--- src/sv/nbc_pkg.sv ---
package nbc_pkg;

  // Field widths of the item, result and configuration words
  localparam int unsigned IDX_W    = 20;
  localparam int unsigned SIZE_W   = 11;
  localparam int unsigned NODE_W   = 21;
  localparam int unsigned TOTAL_W  = 21;
  // Wide enough to compare against any node count limit (up to 2^24)
  localparam int unsigned CMP_W    = 25;

  localparam int unsigned MAX_BLOCK_COLUMNS_DEF = 1024;
  localparam int unsigned MAX_NODES_DEF         = 1048576;

  // Divider retires this many quotient bits per cycle
  localparam int unsigned RADIX_BITS = 2;
  localparam int unsigned DIV_STEPS  = IDX_W / RADIX_BITS;
  localparam int unsigned STEP_W     = $clog2(DIV_STEPS);

  localparam int unsigned CFG_IDX_W = 1;
  localparam logic [CFG_IDX_W-1:0] REG_BLOCK_SIZE = 1'b0;
  localparam logic [CFG_IDX_W-1:0] REG_NODE_COUNT = 1'b1;

  localparam logic MODE_EDGE   = 1'b0;
  localparam logic MODE_FINISH = 1'b1;

  typedef struct packed {
    logic             mode;
    logic [IDX_W-1:0] row_index;
    logic [IDX_W-1:0] column_index;
  } item_t;

  typedef struct packed {
    logic [TOTAL_W-1:0] nonzero_blocks;
    logic               range_error;
    logic               order_error;
  } result_t;

  typedef struct packed {
    logic [IDX_W-1:0]  row;
    logic [IDX_W-1:0]  col;
    logic [SIZE_W-1:0] divisor;
  } div_req_t;

  typedef struct packed {
    logic             done;
    logic [IDX_W-1:0] row_quot;
    logic [IDX_W-1:0] col_quot;
  } div_rsp_t;

endpackage

--- src/sv/nbc_divider.sv ---
module nbc_divider (
  input  logic             clk,
  input  logic             rst,
  input  logic             start,
  input  nbc_pkg::div_req_t req,
  output nbc_pkg::div_rsp_t rsp
);
  import nbc_pkg::*;

  logic              busy;
  logic              done;
  logic [STEP_W-1:0] step_cnt;
  logic [SIZE_W-1:0] divisor;
  logic [SIZE_W-1:0] rem      [2];
  logic [IDX_W-1:0]  quot     [2];
  logic [SIZE_W-1:0] rem_next [2];
  logic [IDX_W-1:0]  quot_next[2];

  // Restoring division, two lanes (row, column) sharing the divisor
  always_comb begin
    logic [SIZE_W-1:0] r;
    logic [IDX_W-1:0]  q;
    logic [SIZE_W:0]   sh;
    for (int l = 0; l < 2; l++) begin
      r = rem[l];
      q = quot[l];
      for (int k = 0; k < RADIX_BITS; k++) begin
        sh = {r, q[IDX_W-1]};
        q  = {q[IDX_W-2:0], 1'b0};
        if (sh >= {1'b0, divisor}) begin
          sh   = sh - {1'b0, divisor};
          q[0] = 1'b1;
        end
        r = sh[SIZE_W-1:0];
      end
      rem_next[l]  = r;
      quot_next[l] = q;
    end
  end

  always_ff @(posedge clk) begin
    if (rst) begin
      busy     <= 1'b0;
      done     <= 1'b0;
      step_cnt <= '0;
    end else if (start) begin
      busy     <= 1'b1;
      done     <= 1'b0;
      step_cnt <= STEP_W'(DIV_STEPS - 1);
    end else if (busy) begin
      if (step_cnt == '0) begin
        busy <= 1'b0;
        done <= 1'b1;
      end else begin
        step_cnt <= step_cnt - 1'b1;
      end
    end else begin
      done <= 1'b0;
    end
  end

  always_ff @(posedge clk) begin
    if (start) begin
      divisor <= req.divisor;
      rem[0]  <= '0;
      rem[1]  <= '0;
      quot[0] <= req.row;
      quot[1] <= req.col;
    end else if (busy) begin
      rem[0]  <= rem_next[0];
      rem[1]  <= rem_next[1];
      quot[0] <= quot_next[0];
      quot[1] <= quot_next[1];
    end
  end

  assign rsp.done     = done;
  assign rsp.row_quot = quot[0];
  assign rsp.col_quot = quot[1];

endmodule

--- config.mk ---
export PLATFORM = sky130hd
export DESIGN_NAME = nbc_divider
export DESIGN_NICKNAME = d
export VERILOG_FILES = /design/src/sv/nbc_pkg.sv /design/src/sv/nbc_divider.sv
export SDC_FILE = /design/constraint.sdc
export NUM_CORES = 1
export LEC_CHECK = 0
export ABC_AREA = 1
export BUFFER_PORTS_ARGS = -buffer_cell sky130_fd_sc_hd__buf_2
export CORE_MARGIN = 4
export CORE_UTILIZATION = 40
export CTS_CLUSTER_SIZE = 16
export DETAILED_ROUTE_END_ITERATION = 10
export PLACE_DENSITY = 0.66
export SLEW_MARGIN = 20
export SYNTH_ARGS = -nofsm -noshare
export SYNTH_HDL_FRONTEND = slang
export SYNTH_SLANG_ARGS = --single-unit
--- constraint.sdc ---
create_clock -name clk -period 4.1 [get_ports clk]
set_input_delay 0.41 -clock clk [delete_from_list [all_inputs] [get_ports clk]]
set_output_delay 0.41 -clock clk [all_outputs]
set_load 0.02 [all_outputs]
==> metrics, run 1 <==
vias in the first global route 4858; Final nets between 900 and 1k; Setup TNS 0 ns; Fin Hold WS 0.245 ns; Async SR Flop Fraction 0%; Crit Path Max Fanout 9; Pint around 2.2 mW; Gate power share 54.9%; Pleak between 3 and 4 nW; Vias/cell 4.99; first-pass iteration count of the detailed router 5; Slew HR 47.3%; final hold vios 0; worst r2r src divisor[5]; Post-Syn Nets roughly 860; post-route clock period utilization 93.1%; clock root buffer clkbuf_16; drt total wl 14.7 mm; switching power 1.78 mW; CP Capture Type register; Hold Path Class in2reg; Cells after Synth around 750; Finished Core Util 47.5%; cell total after placement 1017; Post-DRT Antenna Nets 0; initial antenna violation count 0; layout cells sized above 1 18.6%; FP Rows 44; Distinct cells, synth 42; Clock Power Share 18.0%; status completed; post-route setup slack 0.284 ns; htree depth 3; core region area 0.0145 sq mm; clock slew at reported path FFs 0.06 ns; sequential area share after synthesis 39.0%; Max VDD drop 0.270 mV; GR Util met2 26.4%; pin count of the biggest net entering global routing 80; Critical Setup Path Class reg2reg; critical path startpoint divisor[5]; CTS tree done; final worst path period need 3.82 ns; synthesized flop and latch total ~80; global-route wire length before repair between 20 and 25 mm; Avg WL per Cell 14.2 microns; GR Util met1 25.5%; Tot GR Track Use 17.7%; io pins 95; clk buf depth 2; Layout fillers around 1.4k; DRC 0; Worst-Skew Late Latency 0.34 ns; Initial Util 40.8%; CTS buffer count 9; clk_skew 0.00914 ns; Area Growth Syn to Fin 16.3%; switch share 44.5%; number of port buffers between 90 and 100; Die Height 130 microns; Post-Layout Cell Count about 1.0k; Worst Path Required 4.31 ns; HPWL after DPL 11.4 mm; GR peak layer met2; hold_sp req[8]; EDFF count, synth 73; Overflow after GRT 0; via count 5175; M3 GR Usage ~4.2%; Arrival @ worst endpoint 4.02 ns; Die Wd between 100 and 150 microns; Slew Viols, Final 0; fmax 262 MHz; synthesized area per cell 7.87 sq um; Post-Syn Area 0.00593 sq mm; Synth Warn # 0; startpoint class of the critical path register; die area 0.0168 sq mm; number of DRC markers in iteration 0 454; setup violators final 0; CTS Sinks 79; Post-Place Setup Slack 0.103 ns; Power per Cell Area 580 mW/mm^2; gpl congestion 0.927; Antenna Cells 0; part of the power in registers 27.1%; Worst Tran Pin Value slightly below 0.8 ns; Most used DFF post-synth edfxtp_1; max-cap viol count 0
kinds of logic (layout without fill, tap and decap cells):
logic type               Yosys count  after routing  synth area share [%]
AO/OA/AOI/OAI                     74             74                  7.53
XOR/XNOR                          26             26                  3.84
adder cells (fa/ha/maj)           49             49                  10.8
buffers and inverters            101            200                  7.19
flip-flops                        79             79                  39.0
AND/OR/NAND/NOR                  425            426                  31.6
metrics by stage:
stage | cell area (sq um) | power [mW]
6_report | 6900 | 4.00
5_1_grt | 6900 | 4.32
4_1_cts | 6830 | 3.90
3_5_place_dp | 6560 | 3.18
3_3_place_gp | 6560 | 3.17
2_1_floorplan | 5930 | 2.76
metal layers:
layer	wire, microns	part of all wire [%]	vias to the layer above
met1	6860	47	2304
met5	0	0	-
met3	1220	8.3	13
met2	6390	43	166
li1	-	-	2692
met4	252	1.7	0
final cells by class:
| cell class | instances | area [sq um] | share of cell area [%] |
|---|---|---|---|
| multi-input combinational | 575 | 3240 | 46.9 |
| sequential | 79 | 2310 | 33.5 |
| timing repair buffer | 102 | 543 | 7.87 |
| inverter | 82 | 315 | 4.57 |
| tap | 184 | 230 | 3.34 |
| clock buffer | 10 | 229 | 3.32 |
| clock inverter | 6 | 35.0 | 0.508 |
flip-flops by register name, summed over array words and instances, names as in the netlist:
name and count:
busy 1, divisor 11, done 1, quot 40, rem 22, step_cnt 4
what timing repair did:
item                                    CTS  global route
endpoints found under the setup margin    0            24
hold buffers                              0             0
buffers inserted                          0             4
gates resized for setup                   0             6
endpoints found under the hold margin     0             0
layout by cell type (no fill, tap or decap), drive strengths merged:
master    netlist  final
a21o            2      2
a21oi          35     35
a31o            1      1
a31oi           1      1
buf            11    102
clkbuf          8     10
clkinv          1      5
clkinvlp        0      1
dfxtp           6      6
edfxtp         73     73
fa              4      4
ha             45     45
inv            81     82
nand2         273    273
nand3          73     73
nand3b          7      7
nand4          15     15
nor2           46     47
nor3            6      6
o211ai          1      1
o21a            1      1
o21ai          31     31
o21bai          2      2
or2             4      4
or3             1      1
xnor2          10     10
xor2           16     16
worst max-delay path: stages, from the launching register on:
cell and delay (ns):
edfxtp_1 0.35, inv_1 0.26, ha_1 0.34, a21oi_2 0.19
nor2_1 0.08, o21ai_2 0.18, nand3_4 0.17, o21ai_0 0.45
inv_1 0.12, fa_1 0.45, inv_1 0.10, a21oi_1 0.09
o21ai_0 0.34, nand2_1 0.10, nand2_1 0.09, xor2_1 0.16
nand3_1 0.10, nand2_1 0.11
power groups by stage:
stage / sequential (mW) / combinational (mW) / clock (mW)
after floorplan: 1.13 / 1.63 / 0
after global placement: 1.10 / 2.08 / 0
after detailed placement: 1.10 / 2.08 / 0
after CTS: 1.08 / 2.09 / 0.730
after global routing: 1.09 / 2.46 / 0.762
final: 1.08 / 2.20 / 0.720
path summary, 6_finish.rpt:
kind | end | slack, ns | cells after the start
min | divisor[8] | 0.25 | 1
max reg2reg | rem[0][8] | 0.28 | 17
min reg2reg | step_cnt[1] | 0.49 | 2
max | rem[0][8] | 0.28 | 17
Yosys cell counts (6+ instances only):
library cell  number  area share [%]
a21oi_1           32             2.7
clkbuf_1           8            0.51
dfxtp_1            6             2.0
edfxtp_1          73              37
ha_1              45             9.5
inv_1             79             5.0
nand2_1          269              17
nand3_1           67             5.7
nand3b_1           7            0.89
nand4_1           15             1.6
nor2_1            40             2.5
o21ai_0           17             1.4
o21ai_2           12             1.8
xnor2_1           10             1.5
xor2_1            16             2.4
No activity file was read; power rests on OpenSTA's default activity.
==> run 2: changes to the inputs <==
--- a/config.mk
+++ b/config.mk
@@ -8,10 +8,9 @@
 export ABC_AREA = 1
 export BUFFER_PORTS_ARGS = -buffer_cell sky130_fd_sc_hd__buf_2
 export CORE_MARGIN = 4
-export CORE_UTILIZATION = 40
+export CORE_UTILIZATION = 30
 export CTS_CLUSTER_SIZE = 16
 export DETAILED_ROUTE_END_ITERATION = 10
-export PLACE_DENSITY = 0.66
 export SLEW_MARGIN = 20
 export SYNTH_ARGS = -nofsm -noshare
 export SYNTH_HDL_FRONTEND = slang
==> run 2 against run 1 <==
Compared with the run above:
- sequential share of layout area is 0.56 points lower
- highest routed layer unchanged
- largest cell class unchanged
- cell area rose by 1.7%
- core utilization down 11 points
- total power grew 0.93%
- die area rose by 31%
==> metrics, run 2 (same netlist as run 1, synthesis figures left out) <==
drt total wl 15.7 mm (+6.6%); Slew HR 45.3% (-2.0 points); Area Growth Syn to Fin 18.3%; Worst Path Required 4.19 ns (-0.12 ns); clk buf depth 2 (unchanged); CP max stage delay 0.48 ns (+0.03 ns); DRC 0 (unchanged); most frequent cells in the layout nand2_1 (268), buf_2 (94), inv_1 (79), edfxtp_1 (73), nand3_1 (65); Setup TNS 0 ns (unchanged); Tot GR Track Use 14.2% (-3.6 points); first-pass iteration count of the detailed router 5 (unchanged); Post-DRT Antenna Nets 0 (unchanged); max-cap viol count 0 (unchanged); Worst Tran Pin Value 0.821 ns (+0.0301 ns); CTS tree done; Avg WL per Cell 14.1 microns (-0.94%); Vias/cell 4.63 (-7.2%); HPWL after DPL 12.0 mm (+5.8%); Pleak 3.45 nW (+0.36%); initial antenna violation count 0 (unchanged); gpl congestion 0.826 (-11%); Post-Place Setup Slack 0.168 ns (+0.0642 ns); Antenna Cells 0 (unchanged); Post-DP Area 0.00666 sq mm (+1.5%); Arrival @ worst endpoint 3.85 ns (-0.17 ns); critical path startpoint divisor[0]; critical path, cell by cell ha_1, fa_1, nor2_4, nor2_4, o21ai_2, nand3_2, nand3_4, inv_6, nand2_1, o21ai_2, ha_1, nand2_1, inv_1, nand2_1, nand2_1, nand2_1, nand3_1, a21oi_1, nand2_1, nor2_4, o21ai_0; pin count of the biggest net entering global routing 80 (unchanged); most common cell after layout, fill and taps aside nand2_1; fin area 0.00702 sq mm (+1.7%); CTS Sinks 79 (unchanged); io pins 95 (unchanged); hold_sp req[4]; via count 5169 (-0.12%); global-route wire length before repair 25.0 mm (+4.9%); layout cells sized above 1 18.7% (+0.044 points); Die Height 149 microns (+15%); die area 0.0221 sq mm (+31%); Crit Path Max Fanout 15 (+6); Top reg by flops quot; fmax 266 MHz (+1.4%); post-route clock period utilization 91.8% (-1.3 points); Critical Setup Path Class reg2reg; clk_skew 0.0105 ns (+0.00141 ns); Die Wd 149 microns (+15%); max reg flops 40 (unchanged); Final nets 950 (-0.21%); post-route setup slack 0.336 ns (+0.0519 ns); clock root buffer clkbuf_16; Overflow after GRT 0 (unchanged); Fin Hold WS 0.243 ns (-0.00180 ns); FP Rows 51 (+16%); Max VDD drop 0.253 mV (-6.2%); core region area 0.0195 sq mm (+34%); CP Capture Type register; number of DRC markers in iteration 0 302 (-33%); most frequent CP cell nand2_1; CP max-delay cell fa_1; setup violators final 0 (unchanged); final hold vios 0 (unchanged); Power per Cell Area 575 mW/mm^2 (-0.75%); Hold Path Class in2reg; Worst-Skew Late Latency 0.34 ns (about the same); Initial Util 30.5% (-10 points); clock slew at reported path FFs 0.06 ns (about the same); Top Registers quot x40, rem x22, divisor x11; htree depth 3 (unchanged); Slew Viols, Final 0 (unchanged); CTS buffer count 9 (unchanged); worst r2r src divisor[0]; startpoint class of the critical path register; final worst path period need 3.76 ns (-0.0519 ns); Worst path top cell family by delay simple AND/OR/NAND/NOR gates; number of port buffers 94 (unchanged); Final Power 4.04 mW (+0.93%); CP bufs+invs 2 (-1); vias in the first global route 4808 (-1.0%); status completed; RSZ-0062 raised after global routing false
run 2: changes by cell type in the layout (fill, tap and decap cells not counted), sizes merged:
cell / change
clkbuf: +2
inv: -1
buf: -2
clkinvlp: -1
run 2: path summary, 6_finish.rpt:
check                      to  slack (ns)  cells after the start
setup / recovery   quot[0][0]        0.34                     21
hold / removal     divisor[4]        0.24                      1
setup reg to reg   quot[0][0]        0.34                     21
hold reg to reg   step_cnt[2]        0.49                      2
run 2: through the flow:
stage	cells	util, %
5_1_grt	1117	36.1
6_report	1117	36.1
4_1_cts	1114	35.8
3_5_place_dp	1098	34.2
2_1_floorplan	754	-
3_3_place_gp	1098	34.2
run 2: final cells by class:
class | count | area, sq um
clock buffers | 12 | 268
clock inverters | 4 | 27.5
fillers | 2032 | 12400
inverters | 82 | 313
multi-input cells | 575 | 3250
flip-flops and latches | 79 | 2310
well taps | 265 | 332
repair buffers | 100 | 515
run 2: metal layers:
metal / share of wire [%] / vias up / track usage (%)
met5: 0 / - / 0
met4: 1.2 / 0 / 3.51
met3: 6.9 / 14 / 3.17
met2: 45 / 153 / 22.1
met1: 47 / 2312 / 20.0
li1: - / 2690 / -
run 2: where the power goes:
| part | internal (mW) | switching (mW) | total (mW) |
|---|---|---|---|
| Sequential | 1.02 | 0.0698 | 1.09 |
| Combinational | 0.762 | 1.40 | 2.16 |
| Clock | 0.464 | 0.325 | 0.789 |
run 2: timing repair:
action,in CTS,in global routing
hold buffers,0,0
gates resized for setup,0,8
setup endpoints to repair,0,23
buffers inserted,0,2
